File: src/sv/tlik_pkg.sv
// ----------------------------------------------------------------------------
// Two-link arm inverse kinematics: shared package
// Types, register indexes, status codes and the back end's arctangent table;
// the item type is shared by the front end, the queue and the back end.
// ----------------------------------------------------------------------------
package tlik_pkg;

   // Fraction bits of the internal angle (degrees).
   localparam int IFRAC     = 20;
   localparam int TAB_LEN   = 24;
   localparam int TAB_IDX_W = 5;
   localparam int CW        = 32;

   // Configuration register indexes.
   localparam logic [2:0] REG_UPPER_LINK  = 3'd0;
   localparam logic [2:0] REG_LOWER_LINK  = 3'd1;
   localparam logic [2:0] REG_GEAR_RATIO  = 3'd2;
   localparam logic [2:0] REG_SHOULDER_OF = 3'd3;
   localparam logic [2:0] REG_ELBOW_OF    = 3'd4;
   localparam logic [2:0] REG_SHOULDER_LM = 3'd5;
   localparam logic [2:0] REG_ELBOW_LM    = 3'd6;

   // Result status codes.
   localparam logic [1:0] STATUS_OK      = 2'd0;
   localparam logic [1:0] STATUS_UNREACH = 2'd1;
   localparam logic [1:0] STATUS_LIMIT   = 2'd2;

   typedef struct packed {
      logic        [11:0] upper_link_length;
      logic        [11:0] lower_link_length;
      logic        [11:0] shoulder_gear_ratio;
      logic signed [11:0] shoulder_zero_offset;
      logic signed [11:0] elbow_zero_offset;
      logic        [13:0] shoulder_limit;
      logic        [13:0] elbow_limit;
   } cfg_type;

   // One classified item as it travels from the front end to the back end.
   typedef struct packed {
      logic signed [13:0] x;
      logic signed [13:0] y;
      logic signed [28:0] n;      // d2 - A*A - B*B
      logic signed [28:0] m;      // A*A - B*B + d2
      logic        [24:0] h;      // 2*A*B
      logic               reach;
   } entry_type;

   // atan(2^-i) in degrees with IFRAC fraction bits.
   function automatic logic signed [CW-1:0] atan_entry(input logic [TAB_IDX_W-1:0] idx);
      logic signed [CW-1:0] v;
      case (idx)
         5'd0:    v = 32'sd47185920;
         5'd1:    v = 32'sd27855475;
         5'd2:    v = 32'sd14718068;
         5'd3:    v = 32'sd7471121;
         5'd4:    v = 32'sd3750058;
         5'd5:    v = 32'sd1876857;
         5'd6:    v = 32'sd938658;
         5'd7:    v = 32'sd469357;
         5'd8:    v = 32'sd234682;
         5'd9:    v = 32'sd117342;
         5'd10:   v = 32'sd58671;
         5'd11:   v = 32'sd29335;
         5'd12:   v = 32'sd14668;
         5'd13:   v = 32'sd7334;
         5'd14:   v = 32'sd3667;
         5'd15:   v = 32'sd1833;
         5'd16:   v = 32'sd917;
         5'd17:   v = 32'sd458;
         5'd18:   v = 32'sd229;
         5'd19:   v = 32'sd115;
         5'd20:   v = 32'sd57;
         5'd21:   v = 32'sd29;
         5'd22:   v = 32'sd14;
         5'd23:   v = 32'sd7;
         default: v = 32'sd0;
      endcase
      return v;
   endfunction

endpackage

File: src/sv/tlik_req_if.sv
// ----------------------------------------------------------------------------
// Target point channel
// Valid/ready channel that carries one target point per item.
// ----------------------------------------------------------------------------
interface tlik_req_if;
   logic               valid;
   logic               ready;
   logic signed [13:0] target_x;
   logic signed [13:0] target_y;

   modport source (output valid, output target_x, output target_y, input ready);
   modport sink (input valid, input target_x, input target_y, output ready);
endinterface

File: src/sv/tlik_front.sv
// ----------------------------------------------------------------------------
// Front end
// Registers the squares of the target and link lengths, then derives the
// cosine-law terms and the reach test and pushes the item into the queue.
// ----------------------------------------------------------------------------
module tlik_front (
   input  logic                clock,
   input  logic                reset,
   input  tlik_pkg::cfg_type   cfg,
   tlik_req_if.sink            req_chan,
   output logic                push_valid,
   input  logic                push_ready,
   output tlik_pkg::entry_type push_data
);

   logic                     v1_ff, v1_in;
   logic signed [13:0]       x1_ff, y1_ff;
   logic        [26:0]       xx_ff, yy_ff;
   logic        [23:0]       aa_ff, bb_ff, ab_ff;
   logic signed [27:0]       xx_full, yy_full;
   logic                     accept;
   logic        [27:0]       d2;
   logic        [24:0]       sum2;
   logic        [24:0]       h;
   logic        [25:0]       lo, hi;

   assign req_chan.ready = !v1_ff || push_ready;
   assign accept         = req_chan.valid && req_chan.ready;
   assign xx_full        = req_chan.target_x * req_chan.target_x;
   assign yy_full        = req_chan.target_y * req_chan.target_y;

   // Stage one: squares and link products.
   always_comb begin
      v1_in = v1_ff;
      if (accept) begin
         v1_in = 1'b1;
      end else if (push_ready) begin
         v1_in = 1'b0;
      end
   end

   always_ff @(posedge clock) begin
      if (reset) begin
         v1_ff <= 1'b0;
      end else begin
         v1_ff <= v1_in;
      end
      if (accept) begin
         x1_ff <= req_chan.target_x;
         y1_ff <= req_chan.target_y;
         xx_ff <= xx_full[26:0];
         yy_ff <= yy_full[26:0];
         aa_ff <= cfg.upper_link_length * cfg.upper_link_length;
         bb_ff <= cfg.lower_link_length * cfg.lower_link_length;
         ab_ff <= cfg.upper_link_length * cfg.lower_link_length;
      end
   end

   // Classification: distance, cosine-law terms and reach window.
   assign d2   = 28'(xx_ff) + 28'(yy_ff);
   assign sum2 = 25'(aa_ff) + 25'(bb_ff);
   assign h    = {ab_ff, 1'b0};
   assign lo   = 26'(sum2) - 26'(h);
   assign hi   = 26'(sum2) + 26'(h);

   always_comb begin
      push_data.x     = x1_ff;
      push_data.y     = y1_ff;
      push_data.h     = h;
      push_data.n     = $signed(29'(d2)) - $signed(29'(sum2));
      push_data.m     = $signed(29'(d2)) + $signed(29'(aa_ff)) - $signed(29'(bb_ff));
      push_data.reach = !y1_ff[13] && (d2 >= 28'(lo)) && (d2 <= 28'(hi));
   end

   assign push_valid = v1_ff;

endmodule

File: src/flat_wrapper.sv
// flat-port wrapper written by rule: the top's interface ports become plain ports
module tlik_front_flat 
  (clock, reset, cfg, push_valid, push_ready, push_data, req_chan_valid, req_chan_target_x, req_chan_target_y, req_chan_ready);
  tlik_req_if req_chan_i ();
  input  logic clock;
  input  logic reset;
  input  tlik_pkg::cfg_type cfg;
  output logic push_valid;
  input  logic push_ready;
  output tlik_pkg::entry_type push_data;
  input wire logic [$bits(req_chan_i.valid)-1:0] req_chan_valid;
  input wire logic [$bits(req_chan_i.target_x)-1:0] req_chan_target_x;
  input wire logic [$bits(req_chan_i.target_y)-1:0] req_chan_target_y;
  output wire logic [$bits(req_chan_i.ready)-1:0] req_chan_ready;
  assign req_chan_i.valid = req_chan_valid;
  assign req_chan_i.target_x = req_chan_target_x;
  assign req_chan_i.target_y = req_chan_target_y;
  assign req_chan_ready = req_chan_i.ready;
  tlik_front u_core (.clock(clock), .reset(reset), .cfg(cfg), .req_chan(req_chan_i), .push_valid(push_valid), .push_ready(push_ready), .push_data(push_data));
endmodule
File: config.mk
export PLATFORM = sky130hd
export DESIGN_NAME = tlik_front_flat
export DESIGN_NICKNAME = d
export VERILOG_FILES = /design/src/sv/tlik_pkg.sv /design/src/sv/tlik_req_if.sv /design/src/sv/tlik_front.sv /design/src/flat_wrapper.sv
export SDC_FILE = /design/constraint.sdc
export NUM_CORES = 2
export LEC_CHECK = 0
export BUFFER_PORTS_ARGS = -buffer_cell sky130_fd_sc_hd__buf_2
export CAP_MARGIN = 20
export CORE_UTILIZATION = 25
export DETAILED_ROUTE_END_ITERATION = 8
export HOLD_SLACK_MARGIN = 0.02
export PLACE_DENSITY = 0.45
export SKIP_CTS_REPAIR_TIMING = 1
export SYNTH_ARGS = -nofsm -noshare
export SYNTH_HDL_FRONTEND = slang
export SYNTH_SLANG_ARGS = --single-unit
export TNS_END_PERCENT = 20
File: constraint.sdc
create_clock -name clock -period 12.65 [get_ports clock]
set_input_delay 2.53 -clock clock [delete_from_list [all_inputs] [get_ports clock]]
set_output_delay 2.53 -clock clock [all_outputs]
set_load 0.02 [all_outputs]
Word-level counts from Yosys, hierarchy flattened
Cells that the tools add are included.
{"block": "word_totals", "word_cells": 31, "regBits": 155}
{"block": "op_classes", "multipliers": 5, "n_addsub": 7, "mux": 2, "order_cmp": 2, "reduce_logical": 7}
{"operator": "$mul 12x12->24", "count": 3}
{"operator": "$mul 14x14->27", "count": 2}
{"operator": "$add 28x24->29", "count": 1}
{"operator": "$sub 28x25->29", "count": 1}
{"operator": "$sub 29x25->29", "count": 1}
{"operator": "$add 27x27->28", "count": 1}
{"operator": "$ge 28x26->1", "count": 1}
{"operator": "$le 28x26->1", "count": 1}
{"operator": "$add 25x25->26", "count": 1}
{"operator": "$sub 25x25->26", "count": 1}
{"operator": "$add 24x24->25", "count": 1}
{"operator": "$logic_and 1x1->1", "count": 3}
{"operator": "$logic_not 1->1", "count": 2}
{"operator": "$mux 1", "count": 2}
{"operator": "$reduce_bool 2->1", "count": 1}
{"operator": "$logic_or 1x1->1", "count": 1}

Depth between registers and ports, before layout
{"block": "logic_depth", "ltp_word": 5, "mapped_depth": 31, "mapped_depth_nobuf": 31}

Least setup slack after synthesis
Ideal clock, no wire load.
{"block": "synth_timing", "kind": "input to register", "from": "input port req_chan_target_x[13]", "to": "register u_core.xx_ff[26] (data pin)", "stages": 26, "t_required_ps": 12390, "arrival_time_ps": 8430, "path_slack_ps": 3960, "setup_time_ps": 260, "cell_sequence": "clkbuf_1 -> clkbuf_1 -> nand2_1 -> fa_1 -> inv_1 -> fa_1 -> fa_1 -> inv_1 -> fa_1 -> inv_1 -> fa_1 -> inv_1 -> fa_1 -> inv_1 -> ha_1 -> o21ai_0 -> a21boi_0 -> o21ai_0 -> nand2_1 -> o21ai_0 -> a31oi_1 -> a41o_1 -> or4_1 -> a31o_1 -> a21oi_1 -> xnor2_1"}
{"block": "synth_via", "elab_chain_cells": 1}
{"item": "from (decl)", "line": "flat_wrapper.sv:12", "text": "input wire logic [$bits(req_chan_i.target_x)-1:0] req_chan_target_x;"}
{"item": "$mul 14x14->27", "line": "tlik_front.sv:29", "text": "assign xx_full = req_chan.target_x * req_chan.target_x;"}
{"item": "net u_core.xx_full[26]", "line": "tlik_front.sv:20", "text": "logic signed [27:0] xx_full, yy_full;"}
{"item": "to (signal assigned)", "line": "tlik_front.sv:51", "text": "xx_ff <= xx_full[26:0];"}
{"item": "to (decl)", "line": "tlik_front.sv:18", "text": "logic [26:0] xx_ff, yy_ff;"}
The timed path passes the listed nets, and every way through them passes these cells.
A chain may end at the register's enable or synchronous reset.

==> results.sh <==
export IMPL_critPathRequiredTime_ns=10.12
export IMPL_setup_viol=0
export IMPL_worstHoldEndpoint="u_core.push_valid$_SDFFE_PP0P_"
export IMPL_slowest_stage="a41oi_1"
export IMPL_crit_path_start_kind="flip-flop"
export IMPL_io_pins=234
export IMPL_synth_top_cell_area_share_pct=33.6
export IMPL_detailedPlace_worstSlack_ns=3.16
export IMPL_floorplan_initialDensity_pct=25.2
export IMPL_hp_class="flip-flop to flip-flop"
export IMPL_worst_r2r_cell_count=4
export IMPL_reg2reg_to="u_core.bb_ff[20]$_DFFE_PP_"
export IMPL_antenna_found_initial=3
export IMPL_rr_startpoint="u_core.push_valid$_SDFFE_PP0P_"
export IMPL_maxSlewViolCount=0
export IMPL_synth_ff_latch_count=149
export IMPL_multi_input_area_sq_um=29200
export IMPL_worstPathArrival_ns=7.59
export IMPL_numCtsBuffers=17
export IMPL_final_setup_skew_ns=0.0136
export IMPL_cts_sinks=149
export IMPL_setup_tns_ns=0
export IMPL_ff_latch_area_sq_um=4460
export IMPL_fmax_mhz=98.8
export IMPL_grt_pass1_wl_um=153000
export IMPL_die_h_um=387
export IMPL_num_vias=26000
export IMPL_fin_crit_ns=10.12
export IMPL_synth_nets=5180
export IMPL_first_pass_iters=7
export IMPL_tritoncts="yes"
export IMPL_coreArea_sq_um=148000
export IMPL_placed_cells=5937
export IMPL_syn_avg_cell_area_sq_um=9.45
export IMPL_clkLatencyLatePin_ns=0.51
export IMPL_ys_flop_type="edfxtp_1"
export IMPL_endpoint_kind="output port"
export IMPL_drc=0
export IMPL_status="completed"
export IMPL_worst_slew_pin_slew_ns=0.965
export IMPL_cp_max_fo=8
export IMPL_grt_max_degree=65
export IMPL_finalNonFillerCells=5973
export IMPL_yosys_area_top_type="fa_1"
export IMPL_synth_cells=3931
export IMPL_cp_slowest_stage_delay_ns=0.53
export IMPL_synth_cell_types=74
export IMPL_synth_commonest_cells="inv_1 (818), fa_1 (624), ha_1 (505)"
export IMPL_synth_seq_area_share_pct=12.0
export IMPL_critical_path_class="flip-flop to output port"
export IMPL_synthTopCellsByArea="fa_1 (34%), ha_1 (17%), edfxtp_1 (12%)"
export IMPL_relSlewSlack_pct=35.1
export IMPL_async_flop_share_pct=0
export IMPL_r2r_setup_slack_ns=9.69
export IMPL_rows=141
export IMPL_period_share_pct=80.0
export IMPL_drt_initial_drc_count=1409
export IMPL_routabilityCongestion=0.825
export IMPL_wl_per_cell_um=16.1
export IMPL_setup_ws_ns=2.53
export IMPL_hpwl_um=79800
export IMPL_grt_pass1_vias=26900
export IMPL_io_buffer_count=168
export IMPL_grtUsageTotal_pct=13.3
export IMPL_die_area_sq_um=150000
export IMPL_layout_drive_gt1_share_pct=5.92
export IMPL_wl_um=95900
export IMPL_cts_root_buf="clkbuf_16"
export IMPL_rsz0062_at_grt="false"
export IMPL_synth_edf_count=148
export IMPL_clk_pin_slew_ns=0.08
export IMPL_syn_cell_area_sq_um=37100
export IMPL_yosysMostFrequentCell="inv_1"
export IMPL_nFillCells=15700
export IMPL_vias_per_cell=4.36
export IMPL_hold_viol=0
export IMPL_antenna_left=0
export IMPL_area_delta_synth_final_pct=9.42
export IMPL_drv_cap=0
export IMPL_die_x_um=387
export IMPL_min_path_cells=2
export IMPL_ys_warn_count=0
export IMPL_clockBufferDepth=2
export IMPL_hp_start="u_core.push_valid$_SDFFE_PP0P_"
export IMPL_h_tree_depth=4
export IMPL_fin_nets=5275
export IMPL_grt_ovfl_total=0
-- final cells by class --
type                       instances  area share [%]
multi-input combinational       2859            71.9
clock inverter                    14           0.342
tap                             1930            5.94
timing repair buffer             174            2.18
inverter                         825            7.62
antenna                            4          0.0246
clock buffer                      18            1.06
sequential                       149            11.0
-- cell families (layout without fill, tap and decap cells) --
| group | Yosys count | in the layout | share of synthesized area, % |
|---|---|---|---|
| adders and majority gates | 1129 | 1129 | 50.6 |
| other | 1 | 5 | 0.0101 |
| AOI/OAI and AO/OA | 527 | 527 | 9.17 |
| and+or+nand+nor | 939 | 939 | 12.6 |
| DFF | 149 | 149 | 12.0 |
| muxes | 6 | 6 | 0.182 |
| xor gates and xnor gates | 257 | 257 | 6.06 |
| buffers and inverters | 923 | 1031 | 9.37 |
-- per-layer routing --
layer / share of wire, % / track usage (%) / vias up / wire length [um]
met2: 44 / 20.3 / 396 / 41900
met3: 4.7 / 2.56 / 54 / 4470
met1: 50 / 19.3 / 13000 / 48100
met5: 0 / 0 / - / 0
li1: - / - / 12600 / -
met4: 1.5 / 2.63 / 0 / 1420
-- worst max-delay path by stage --
stage	from	end	slack, ns	depth (start not counted)
final	u_core.aa_ff[3]$_DFFE_PP_	push_data[0]	2.53	27
after global routing	u_core.aa_ff[3]$_DFFE_PP_	push_data[0]	1.97	27
after CTS	u_core.aa_ff[3]$_DFFE_PP_	push_data[0]	2.53	27
after detailed placement	u_core.aa_ff[3]$_DFFE_PP_	push_data[0]	3.16	27
after global placement	req_chan_target_x[13]	u_core.xx_ff[26]$_DFFE_PP_	3.17	25
after floorplan	req_chan_target_x[13]	u_core.xx_ff[26]$_DFFE_PP_	3.96	26
-- stage by stage --
step                      instance area (sq um)  util, %  hold slack, ns
after floorplan                           37100        -           0.729
after global placement                    40100     27.1           0.500
after global routing                      40600     27.5           0.574
after CTS                                 40600     27.5           0.529
final                                     40600     27.5           0.522
after detailed placement                  40100     27.1           0.516
-- flip-flops by register name, indices dropped and copies added (netlist names) --
name               cells
u_core.bb_ff          23
u_core.push_valid      1
u_core.y1_ff          13
u_core.xx_ff          26
u_core.x1_ff          13
u_core.yy_ff          26
u_core.aa_ff          23
u_core.ab_ff          24
-- placed cells by master (no fill, tap or decap), types with 7 or more instances in the layout --
cell type and n:
fa_1 624, ha_1 505, a31o_2 7, buf_2 168, o21bai_1 25, o31a_1 7, and3_1 11, edfxtp_1 148
nor2_1 191, xnor2_1 193, xor2_1 64, or2_2 10, a211oi_1 19, nand3_1 34, nand2b_1 43, a21boi_0 10
o21ai_1 13, o21a_1 36, and2_1 245, nor3_1 36, clkbuf_16 17, o211ai_1 9, a21o_1 72, nor2b_1 50
a31oi_1 15, o21ai_0 80, inv_1 818, nand4_1 13, a21oi_1 173, nand2_1 272
-- worst max-delay path, delay by kind of cell (launching register included) --
kind | cells | cell delay (ns)
AO/OA/AOI/OAI | 15 | 3.89
AND/OR/NAND/NOR | 6 | 1.14
adder cells (fa/ha/maj) | 3 | 1.00
flip-flops | 1 | 0.43
XOR/XNOR | 2 | 0.32
buffers and inverters | 1 | 0.29
Power is left out: the tool's default activity adds up to more than one toggle a clock period on the data nets, which glitch-free logic cannot reach.
