## config.mk

```make
export PLATFORM = sky130hd
export DESIGN_NAME = tlik_queue
export DESIGN_NICKNAME = d
export VERILOG_FILES = /design/src/sv/tlik_pkg.sv /design/src/sv/tlik_queue.sv
export SDC_FILE = /design/constraint.sdc
export NUM_CORES = 1
export LEC_CHECK = 0
export BUFFER_PORTS_ARGS = -buffer_cell sky130_fd_sc_hd__clkbuf_2
export CORE_MARGIN = 3
export CORE_UTILIZATION = 32
export CTS_CLUSTER_SIZE = 12
export DETAILED_ROUTE_END_ITERATION = 10
export GPL_ROUTABILITY_DRIVEN = 0
export PLACE_DENSITY = 0.54
export SETUP_SLACK_MARGIN = 0.15
export SLEW_MARGIN = 5
export SYNTH_ARGS = -nofsm -noshare
export SYNTH_HDL_FRONTEND = slang
export SYNTH_SLANG_ARGS = --single-unit
```

## constraint.sdc

```tcl
create_clock -name clock -period 2.3 [get_ports clock]
set_input_delay 0.46 -clock clock [delete_from_list [all_inputs] [get_ports clock]]
set_output_delay 0.46 -clock clock [all_outputs]
set_load 0.02 [all_outputs]
```

## src/sv/tlik_pkg.sv

```systemverilog
// ----------------------------------------------------------------------------
// Two-link arm inverse kinematics: shared package
// Types, register indexes, status codes and the back end's arctangent table;
// the item type is shared by the front end, the queue and the back end.
// ----------------------------------------------------------------------------
package tlik_pkg;

   // Fraction bits of the internal angle (degrees).
   localparam int IFRAC     = 20;
   localparam int TAB_LEN   = 24;
   localparam int TAB_IDX_W = 5;
   localparam int CW        = 32;

   // Configuration register indexes.
   localparam logic [2:0] REG_UPPER_LINK  = 3'd0;
   localparam logic [2:0] REG_LOWER_LINK  = 3'd1;
   localparam logic [2:0] REG_GEAR_RATIO  = 3'd2;
   localparam logic [2:0] REG_SHOULDER_OF = 3'd3;
   localparam logic [2:0] REG_ELBOW_OF    = 3'd4;
   localparam logic [2:0] REG_SHOULDER_LM = 3'd5;
   localparam logic [2:0] REG_ELBOW_LM    = 3'd6;

   // Result status codes.
   localparam logic [1:0] STATUS_OK      = 2'd0;
   localparam logic [1:0] STATUS_UNREACH = 2'd1;
   localparam logic [1:0] STATUS_LIMIT   = 2'd2;

   typedef struct packed {
      logic        [11:0] upper_link_length;
      logic        [11:0] lower_link_length;
      logic        [11:0] shoulder_gear_ratio;
      logic signed [11:0] shoulder_zero_offset;
      logic signed [11:0] elbow_zero_offset;
      logic        [13:0] shoulder_limit;
      logic        [13:0] elbow_limit;
   } cfg_type;

   // One classified item as it travels from the front end to the back end.
   typedef struct packed {
      logic signed [13:0] x;
      logic signed [13:0] y;
      logic signed [28:0] n;      // d2 - A*A - B*B
      logic signed [28:0] m;      // A*A - B*B + d2
      logic        [24:0] h;      // 2*A*B
      logic               reach;
   } entry_type;

   // atan(2^-i) in degrees with IFRAC fraction bits.
   function automatic logic signed [CW-1:0] atan_entry(input logic [TAB_IDX_W-1:0] idx);
      logic signed [CW-1:0] v;
      case (idx)
         5'd0:    v = 32'sd47185920;
         5'd1:    v = 32'sd27855475;
         5'd2:    v = 32'sd14718068;
         5'd3:    v = 32'sd7471121;
         5'd4:    v = 32'sd3750058;
         5'd5:    v = 32'sd1876857;
         5'd6:    v = 32'sd938658;
         5'd7:    v = 32'sd469357;
         5'd8:    v = 32'sd234682;
         5'd9:    v = 32'sd117342;
         5'd10:   v = 32'sd58671;
         5'd11:   v = 32'sd29335;
         5'd12:   v = 32'sd14668;
         5'd13:   v = 32'sd7334;
         5'd14:   v = 32'sd3667;
         5'd15:   v = 32'sd1833;
         5'd16:   v = 32'sd917;
         5'd17:   v = 32'sd458;
         5'd18:   v = 32'sd229;
         5'd19:   v = 32'sd115;
         5'd20:   v = 32'sd57;
         5'd21:   v = 32'sd29;
         5'd22:   v = 32'sd14;
         5'd23:   v = 32'sd7;
         default: v = 32'sd0;
      endcase
      return v;
   endfunction

endpackage

```

## src/sv/tlik_queue.sv

```systemverilog
// ----------------------------------------------------------------------------
// Item queue
// Small first-in first-out buffer between the front end and the back end.
// ----------------------------------------------------------------------------
module tlik_queue #(
   parameter int DEPTH = 4
) (
   input  logic                clock,
   input  logic                reset,
   input  logic                push_valid,
   output logic                push_ready,
   input  tlik_pkg::entry_type push_data,
   output logic                pop_valid,
   input  logic                pop_ready,
   output tlik_pkg::entry_type pop_data
);

   localparam int PW = (DEPTH > 1) ? $clog2(DEPTH) : 1;
   localparam int CNT_W = $clog2(DEPTH + 1);

   tlik_pkg::entry_type slot_ff [DEPTH];
   logic [PW-1:0]    wr_ff, wr_in, rd_ff, rd_in;
   logic [CNT_W-1:0] cnt_ff, cnt_in;
   logic             do_push, do_pop;

   assign push_ready = cnt_ff != CNT_W'(DEPTH);
   assign pop_valid  = cnt_ff != '0;
   assign do_push    = push_valid && push_ready;
   assign do_pop     = pop_valid && pop_ready;
   assign pop_data   = slot_ff[rd_ff];

   // Pointer and fill count updates.
   always_comb begin
      wr_in  = wr_ff;
      rd_in  = rd_ff;
      cnt_in = cnt_ff;
      if (do_push) begin
         wr_in = (wr_ff == PW'(DEPTH - 1)) ? '0 : wr_ff + 1'b1;
      end
      if (do_pop) begin
         rd_in = (rd_ff == PW'(DEPTH - 1)) ? '0 : rd_ff + 1'b1;
      end
      if (do_push && !do_pop) begin
         cnt_in = cnt_ff + 1'b1;
      end else if (do_pop && !do_push) begin
         cnt_in = cnt_ff - 1'b1;
      end
   end

   always_ff @(posedge clock) begin
      if (reset) begin
         wr_ff  <= '0;
         rd_ff  <= '0;
         cnt_ff <= '0;
      end else begin
         wr_ff  <= wr_in;
         rd_ff  <= rd_in;
         cnt_ff <= cnt_in;
      end
      if (do_push) begin
         slot_ff[wr_ff] <= push_data;
      end
   end

endmodule

```

# [Word level (Yosys, flattened, before mapping)]
# Memories as Yosys holds them, arrays and structs flattened. A register that Yosys moved wholly into a read port is not among the register bits.
# Index checks and enable logic that the tools add are counted.
[classes] eq_ne=3 mux=8 n_addsub=4 reduce_logical=8
[ops] cell="two-way mux 2 bit" n=4
[ops] cell="two-way mux 3 bit" n=2
[ops] cell="adder 2 x 1 -> 2 bit (second input constant)" n=2
[ops] cell="== test 2 bit (second input constant)" n=2
[ops] cell="logical AND 1 bit" n=4
[ops] cell="adder 3 x 1 -> 3 bit (second input constant)" n=1
[ops] cell="inequality test 3 bit (second input constant)" n=1
[ops] cell="nonzero test 3 bit" n=1
[ops] cell="subtractor 3 x 1 -> 3 bit (second input constant)" n=1
[ops] cell="zero test 1 bit" n=2
[ops] cell="two-way mux 1 bit" n=2
[ops] cell="nonzero test 2 bit" n=1
[word_totals] ramBits=448 n_memories=1 wordCells=27 register_bits=7
[memory_table] name="slot_ff" depth=4 word_bits=112 read_ports=1 rd_ports_with_merged_regs=1 write_ports=1 line="tlik_queue.sv:21" rtl="tlik_pkg::entry_type slot_ff [DEPTH];"

# [Logic depth before layout (Yosys ltp)]
# Gate-level depths: netlist (run 1).
[depth] depth_word=6 mapped_depth=9 depth_no_buf=8

# [Worst setup path before layout (run 1)]
# OpenSTA, ideal clock, no wires.
[synth_timing] path_type="flip-flop to flip-flop" from="register cnt_ff[0]" to="memory slot_ff[0][0] (netlist bit) (enable)" setup_slack_ns=-0.304 path_buffers=1 path_stages_with_launch=4 required_time_ns=1.879 arrival_ns=2.183 path_cell_list="dfxtp_1 > or3b_1 > clkbuf_2 > and3_2"
[synth_between] elab_chain_cells=4
[synth_rtl] item="start, declared" line="tlik_queue.sv:23" rtl="logic [CNT_W-1:0] cnt_ff, cnt_in;"
[synth_rtl] item="start signal, assigned" line="tlik_queue.sv:58" rtl="cnt_ff <= cnt_in;"
[synth_rtl] item="inequality test 3 bit" line="tlik_queue.sv:26" rtl="assign push_ready = cnt_ff != CNT_W'(DEPTH);"
[synth_rtl] item="via push_ready" line="tlik_queue.sv:11" rtl="output logic push_ready,"
[synth_rtl] item="logical AND 1 bit" line="tlik_queue.sv:28" rtl="assign do_push = push_valid && push_ready;"
[synth_rtl] item="two-way mux 1 bit" line="tlik_queue.sv:60" rtl="if (do_push) begin"
[synth_rtl] item="two-way mux 1 bit (not written as such)" line="tlik_queue.sv:61" rtl="slot_ff[wr_ff] <= push_data;"
[synth_rtl] item="end, declared" line="tlik_queue.sv:21"
# The timed path passes the listed nets, and every way through them passes these cells.

==> flow_metrics.tcl, run 1 <==
set metrics [dict create \
    fin_nets 1054 \
    antenna_found_initial 5 \
    crit_path_end_kind "primary output" \
    yosysWarningCount 0 \
    max-slew-margin-rel_pct 62.2 \
    final_common_cell "edfxtp_1" \
    clockRootBuffer "clkbuf_16" \
    rsz0062_at_grt "true" \
    ant_nets 0 \
    internal_power_mw 17.3 \
    synth.distinct_cells 27 \
    num_rows 82 \
    die_area_mm2 0.0548 \
    grt_pass1_wl_mm 51.8 \
    num_vias 7655 \
    first_iter_violations 496 \
    cts_buffer_depth 3 \
    power_density_mw_per_mm2 1130 \
    path_max_fanout 12 \
    nFillCells 4433 \
    yosysTopAreaCellShare_pct 80.9 \
    post-route-min-period_ps 2480 \
    routed_via_density 4.66 \
    clk_latency_ps 570 \
    dp_hpwl_mm 20.1 \
    worst_hold_path_type "primary input to flop" \
    pwr-share-clk_pct 31.1 \
    wl_mm 35.7 \
    post-route-period-util_pct 108 \
    synth-seq-area-share_pct 81.9 \
    h-tree-depth 2 \
    synthTopCellsByArea "edfxtp_1, mux4_2, dfxtp_1" \
    slew_violations 0 \
    p_leak_nw 7.07 \
    outcome "finished with violations" \
    hold_viol 0 \
    hold_buffers 0 \
    syn_inst 633 \
    synth_nets 756 \
    ir_drop_v 0.000636 \
    fmax_ghz 0.404 \
    drive_gt1_share_pct 48.6 \
    cts_inserted_buffers 49 \
    setup_viol 112 \
    tightest_slew_ps 567 \
    combPwrFrac_pct 25.6 \
    synth_top_cell_by_area "edfxtp_1" \
    switching_power_mw 6.48 \
    grt.total_usage_pct 12.8 \
    portBuffers 229 \
    start_util_pct 32.8 \
    violations "setup timing" \
    swShare_pct 27.2 \
    whs_ps 106 \
    gr-total-overflow 0 \
    drc 0 \
    synth_area_mm2 0.0166 \
    wl_per_cell_um 21.7 \
    maxCapViolations 0 \
    setup_tns_ps -15250 \
    p_total_mw 23.8 \
    clkTransAtPathRegs_ps 60 \
    ys_ff_latch 457 \
    fin_ws_ps -176 \
    drtPass1Iterations 4 \
    synth_area_per_cell_um2 26.3 \
    tritoncts "yes" \
    numClockSinks 457 \
    grt_max_degree 80 \
    clock_skew_ps 15.3 \
    syn_to_final_growth_pct 26.9 \
    layout_common_cells "edfxtp_1, clkbuf_2, mux4_2, clkbuf_16, buf_2" \
    core_mm2 0.0508 \
    io_pins 230 \
    critPathLaunchType "flop" \
    p_seq_share_pct 43.3 \
    first_global_vias 8160 \
    die_y_um 234 \
    path_class "flop to primary output" \
    die_w_um 234 \
    worst_ep_required_time_ps 1840 \
    crit_arrival_ps 2020 \
]
-- worst max-delay path, stage by stage, from the launching register on --
cell and delay [ps]:
dfxtp_4 400, buf_12 170, buf_16 170, mux4_2 510, buf_2 180
-- cells by family after synthesis --
group | synth area share [%]
compound gates | 0.211
xor+xnor | 0.105
fa+ha+maj | 0.572
buf+inv | 1.18
flops | 81.9
mux | 15.3
simple gates | 0.639
-- metrics by stage --
step                setup WS (ps)  utilization (%)  instance area [um^2]  instances
detailed placement           69.3             37.1                 18800       1528
global route                 -287             41.5                 21100       1640
finish                       -176             41.6                 21100       1643
CTS                          -271             40.9                 20800       1631
global placement              114             37.1                 18800       1528
floorplan                    -223                -                 16600        633
-- final cells by class --
cell class                      count  area (um^2)  area share, %
Tap cell                          672          841           3.98
Inverter                            3         11.3         0.0533
Clock inverter                     19          141          0.670
Timing Repair Buffer              274         2220           10.5
Antenna cell                        3         7.51         0.0356
Multi-Input combinational cell    146         2860           13.5
Clock buffer                       69         1380           6.56
Sequential cell                   457        13600           64.7
-- cells in the mapped netlist, drive strengths merged --
cell	number
edfxtp	448
mux4	112
buf	24
dfxtp	9
ha	6
and3	4
clkbuf	3
inv	3
mux2i	3
nor2	3
or3	3
a21oi	2
nand2b	2
o31ai	2
xor2	2
and2	1
fa	1
nand2	1
nand3	1
nor3	1
o21ai	1
or3b	1
-- power groups by stage --
stage	clock, mW	sequential (mW)	combinational (mW)
floorplan	0	10.4	3.37
global placement	0	10.4	5.17
detailed placement	0	10.5	5.18
CTS	7.70	10.3	5.80
global route	8.03	10.4	6.55
finish	7.40	10.3	6.10
-- sequential cells by signal (all words and copies together) (netlist names), named ones only --
| register | cells |
|---|---|
| slot_ff | 448 |
| cnt_ff | 3 |
| rd_ff | 2 |
| wr_ff | 2 |
-- routing by layer --
layer  track usage, %  wire length, um  part of all wire [%]  vias to the layer above
met5                0               45                  0.13                        -
met1             16.9            15300                    43                     4027
met4             3.16              642                   1.8                        6
met3             5.10             3000                   8.4                       52
li1                 -                -                     -                     3352
met2             19.8            16700                    47                      218
-- what timing repair did --
| action | CTS | global route |
|---|---|---|
| pin swaps | 0 | 1 |
| endpoints found under the setup margin | 114 | 114 |
| resized for setup | 51 | 111 |
| cloned | 5 | 6 |
| buffers inserted | 10 | 3 |
-- path summary, 6_finish.rpt --
| kind | start | end | slack, ps | cells past startpoint |
|---|---|---|---|---|
| worst max-delay path | flop | pop_data[23] | -180 | 4 |
| worst min-delay path | push_data[96] | slot_ff[2][96] | 110 | 1 |
| worst max register to register | cnt_ff[2] | cnt_ff[2] | 200 | 8 |
| worst min register to register | wr_ff[1] | wr_ff[1] | 530 | 2 |
(Power assumes the default switching activity.)
==> run 2: changes to the inputs <==
PLACE_DENSITY = 0.53   (was 0.54)
clock period = 3.1 ns   (was 2.3 ns; I/O delays follow)
==> run 2 against run 1 <==
  * The flow now finishes without violations
  * Routed wire length down 7.0%
  * Total power down 30%
  * Global-route usage down 0.53 points
  * Critical path type unchanged
  * Critical endpoint is now pop_data[47]
  * Largest power group unchanged
==> flow_metrics.tcl, run 2 (same netlist as run 1, synthesis figures left out) <==
set metrics [dict create \
    clockRootBuffer "clkbuf_16" \
    fin_nets 1025 \
    antenna_found_initial 2 \
    post-route-period-util_pct 89.8 \
    drtPass1Iterations 4 \
    gr-total-overflow 0 \
    cts_buffer_depth 3 \
    die_w_um 234 \
    final_common_cell "edfxtp_1" \
    outcome "finished, final reports clean" \
    die_y_um 234 \
    tightest_slew_ps 567 \
    worst_hold_path_type "primary input to flop" \
    drc 0 \
    wl_per_cell_um 20.6 \
    core_mm2 0.0508 \
    p_total_mw 16.7 \
    regMostFlops "slot_ff" \
    hold_viol 0 \
    h-tree-depth 2 \
    setup_viol 0 \
    largest_register_ffs 448 \
    portBuffers 229 \
    clk_latency_ps 560 \
    path_max_fanout 47 \
    cts_inserted_buffers 49 \
    numClockSinks 457 \
    post-route-min-period_ps 2780 \
    ir_drop_v 0.000637 \
    io_pins 230 \
    start_util_pct 32.8 \
    drive_gt1_share_pct 45.4 \
    crit_arrival_ps 2160 \
    grt.total_usage_pct 12.2 \
    slew_violations 0 \
    r2r_slack_ps 710 \
    max-slew-margin-rel_pct 61.9 \
    rsz0062_at_grt "false" \
    nFillCells 4554 \
    ant_nets 0 \
    p_leak_nw 6.72 \
    setup_tns_ps 0 \
    first_iter_violations 329 \
    tritoncts "yes" \
    whs_ps 271 \
    clock_skew_ps 9.23 \
    num_vias 7482 \
    path_class "flop to primary output" \
    crit_path_end_kind "primary output" \
    critPathLaunchType "flop" \
    post_cts_buffers 0 \
    fmax_ghz 0.359 \
    routed_via_density 4.64 \
    grt_max_degree 66 \
    clkTransAtPathRegs_ps 60 \
    first_global_vias 8112 \
    maxCapViolations 0 \
    syn_to_final_growth_pct 21.8 \
    worst_ep_required_time_ps 2480 \
    reg_top3 "slot_ff: 448 flops, cnt_ff: 3 flops" \
    power_density_mw_per_mm2 826 \
    cts_resized 0 \
    wl_mm 33.2 \
    grt_pass1_wl_mm 50.1 \
    hold_buffers 0 \
    die_area_mm2 0.0548 \
    layout_common_cells "edfxtp_1, clkbuf_2, mux4_2, clkbuf_16, clkbuf_1" \
    num_rows 82 \
    dp_hpwl_mm 19.5 \
]
## run 2: worst max-delay path: stages (launching register included)
cell      delay (ps)
dfxtp_4          420
buf_12           360
mux4_2           580
clkbuf_2         170
## run 2: cell type report
| type | instances | area [um^2] | share of cell area [%] |
|---|---|---|---|
| multi-input combinational | 146 | 2820 | 13.9 |
| clock buffer | 67 | 1340 | 6.59 |
| clock inverter | 21 | 174 | 0.858 |
| antenna | 1 | 2.50 | 0.0123 |
| tap | 672 | 841 | 4.15 |
| sequential | 457 | 13600 | 67.3 |
| inverter | 3 | 11.3 | 0.0556 |
| timing repair buffer | 245 | 1440 | 7.11 |
## run 2: where the power goes
| group | switching (mW) | internal, mW | leakage [nW] |
|---|---|---|---|
| Sequential | 0.170 | 7.48 | 4.18 |
| Combinational | 2.16 | 1.47 | 1.81 |
| Clock | 2.21 | 3.25 | 0.727 |
## run 2: path summary, 6_finish.rpt
path                 start        endpoint  depth (start not counted)
max                   flop    pop_data[47]                          3
min          push_data[22]  slot_ff[0][22]                          1
max reg2reg      cnt_ff[1]       cnt_ff[2]                          7
min reg2reg       wr_ff[1]        wr_ff[1]                          2
## run 2: through the flow
step	setup slack, ps	utilization (%)	instance area (um^2)	std cells
after floorplan	496	-	16600	633
after global placement	762	36.9	18800	1523
after detailed placement	705	36.9	18800	1523
after CTS	213	39.9	20300	1611
after global routing	179	39.9	20300	1611
final	316	39.9	20300	1612
## run 2: per-layer routing
layer / part of all wire, % / global-route usage [%] / vias up
met5: 0.039 / 0 / -
met4: 2.4 / 4.11 / 2
met3: 7.2 / 3.80 / 59
met2: 47 / 19.1 / 191
met1: 44 / 16.4 / 3941
li1: - / - / 3289
==> run 3: changes to the inputs <==
CORE_UTILIZATION = 30   (was 32)
PLACE_DENSITY = 0.5   (was 0.53)
==> run 3 against run 2 <==
  * Final cell count rose by 3.5%
  * Worst setup slack got worse by 19 ps
  * Register-to-register slack gained 20 ps
  * Critical path type unchanged
  * Largest cell class unchanged
  * Largest power group unchanged
  * Highest routed layer unchanged
==> flow_metrics.tcl, run 3 (same netlist as run 1, synthesis figures left out) <==
set metrics [dict create \
    outcome "finished, final reports clean" \
    max_stage_delay_ps 600 \
    worst_hold_path_type "primary input to flop" \
    first_global_vias 7859 \
    final_cell_area_mm2 0.0202 \
    clockRootBuffer "clkbuf_16" \
    num_vias 7430 \
    dp_hpwl_mm 19.9 \
    reg_top3 "slot_ff: 448 flops, cnt_ff: 3 flops" \
    wl_mm 33.8 \
    clk_latency_ps 550 \
    min_path_cells 1 \
    wl_met1_mm 14.7 \
    slew_violations 0 \
    utilization_pct 37.1 \
    wl_per_cell_um 20.3 \
    crit_buf_inv 2 \
    place_inst 1589 \
    critPathLaunchType "flop" \
    cts_resized 0 \
    post-route-min-period_ps 2800 \
    first_iter_violations 420 \
    post_dp_cell_area_mm2 0.0188 \
    post-route-period-util_pct 90.4 \
    setup_viol 0 \
    post_cts_buffers 0 \
    tritoncts "yes" \
    path_class "flop to primary output" \
    timing.rr.end "cnt_ff[2]" \
    routed_via_density 4.45 \
    io_pins 230 \
    fin_nets 1023 \
    crit_arrival_ps 2180 \
    largest_register_ffs 448 \
    drtPass1Iterations 4 \
    fin_ws_ps 297 \
    clock_skew_ps 12.9 \
    clkTransAtPathRegs_ps 60 \
    die_w_um 241 \
    maxCapViolations 0 \
    cts_inserted_buffers 48 \
    num_rows 85 \
    regMostFlops "slot_ff" \
    die_y_um 241 \
    start_util_pct 30.6 \
    fmax_ghz 0.357 \
    setup_tns_ps 0 \
    reg2reg_from "cnt_ff[0]" \
    cp_top_family "multiplexers" \
    ant_nets 0 \
    rsz0062_at_grt "false" \
    cts_buffer_depth 3 \
    crit_chain "buf_12, mux4_2, clkbuf_2" \
    max-slew-margin-rel_pct 56.9 \
    instances_no_fill 1669 \
    syn_to_final_growth_pct 21.3 \
    drc 0 \
    worst_ep_required_time_ps 2480 \
    h-tree-depth 2 \
    numClockSinks 457 \
    worst_path_max_delay_cell "mux4_2" \
    final_common_cell "edfxtp_1" \
    crit_path_end_kind "primary output" \
    met3_length_mm 2.59 \
    antenna_found_initial 2 \
    top_layer "met5" \
    r2r_slack_ps 730 \
    p_leak_nw 6.65 \
    hold_viol 0 \
    path_max_fanout 34 \
    endpoint "pop_data[46]" \
    tightest_slew_ps 647 \
    drive_gt1_share_pct 45.4 \
    crit_cells 3 \
    pre_cts_ws_ps 728 \
    core_mm2 0.0543 \
    grt_pass1_wl_mm 49.8 \
    layout_common_cells "edfxtp_1, clkbuf_2, mux4_2, clkbuf_16, clkbuf_1" \
    hold_buffers 0 \
    grt_max_degree 74 \
    grt.total_usage_pct 11.5 \
    portBuffers 229 \
    r2r_cells 7 \
    gr-total-overflow 0 \
    power_density_mw_per_mm2 814 \
    ir_drop_v 0.000403 \
    wl_met2_mm 15.9 \
    die_area_mm2 0.0583 \
]
run 3: cell types whose count changed in the layout (fill, tap and decap cells not counted), moves of 2 or more:
cell       delta
clkbuf_1      -4
buf_12        -3
clkinv_2      +3
buf_4         +2
bufinv_16     -2
clkbuf_16     -2
clkinv_1      -2
run 3: worst min-delay path by stage:
stage | start | to | slack (ps)
after global routing | push_data[81] | slot_ff[1][81] | 240
after detailed placement | rd_ff[0] | flop | 480
after CTS | push_data[79] | slot_ff[3][79] | 220
after floorplan | rd_ff[0] | flop | 460
after global placement | rd_ff[0] | flop | 480
final | push_data[53] | slot_ff[1][53] | 280
run 3: routing by layer:
metal | track usage (%) | vias to the layer above
li1 | - | 3270
met1 | 15.3 | 3920
met2 | 17.9 | 191
met3 | 4.10 | 47
met4 | 3.06 | 2
met5 | 0 | -
run 3: power breakdown:
group          internal (mW)  leakage (nW)  switching, mW
sequential              7.48          4.18          0.182
clock                   2.94         0.673           2.18
combinational           1.46          1.80           2.18
total                   11.9          6.65           4.54
run 3: cell type report:
class / count / area, um^2
antenna: 1 / 2.50
clock buffer: 61 / 1270
clock inverter: 18 / 105
fill: 4954 / 34200
inverter: 3 / 11.3
multi-input combinational: 146 / 2820
sequential: 457 / 13600
tap: 739 / 925
timing repair buffer: 244 / 1400
run 3: per-stage QoR:
| step | hold WS, ps | power (mW) |
|---|---|---|
| global placement | 477 | 11.5 |
| finish | 278 | 16.4 |
| floorplan | 463 | 10.2 |
| CTS | 222 | 16.8 |
| detailed placement | 480 | 11.6 |
| global route | 241 | 17.2 |
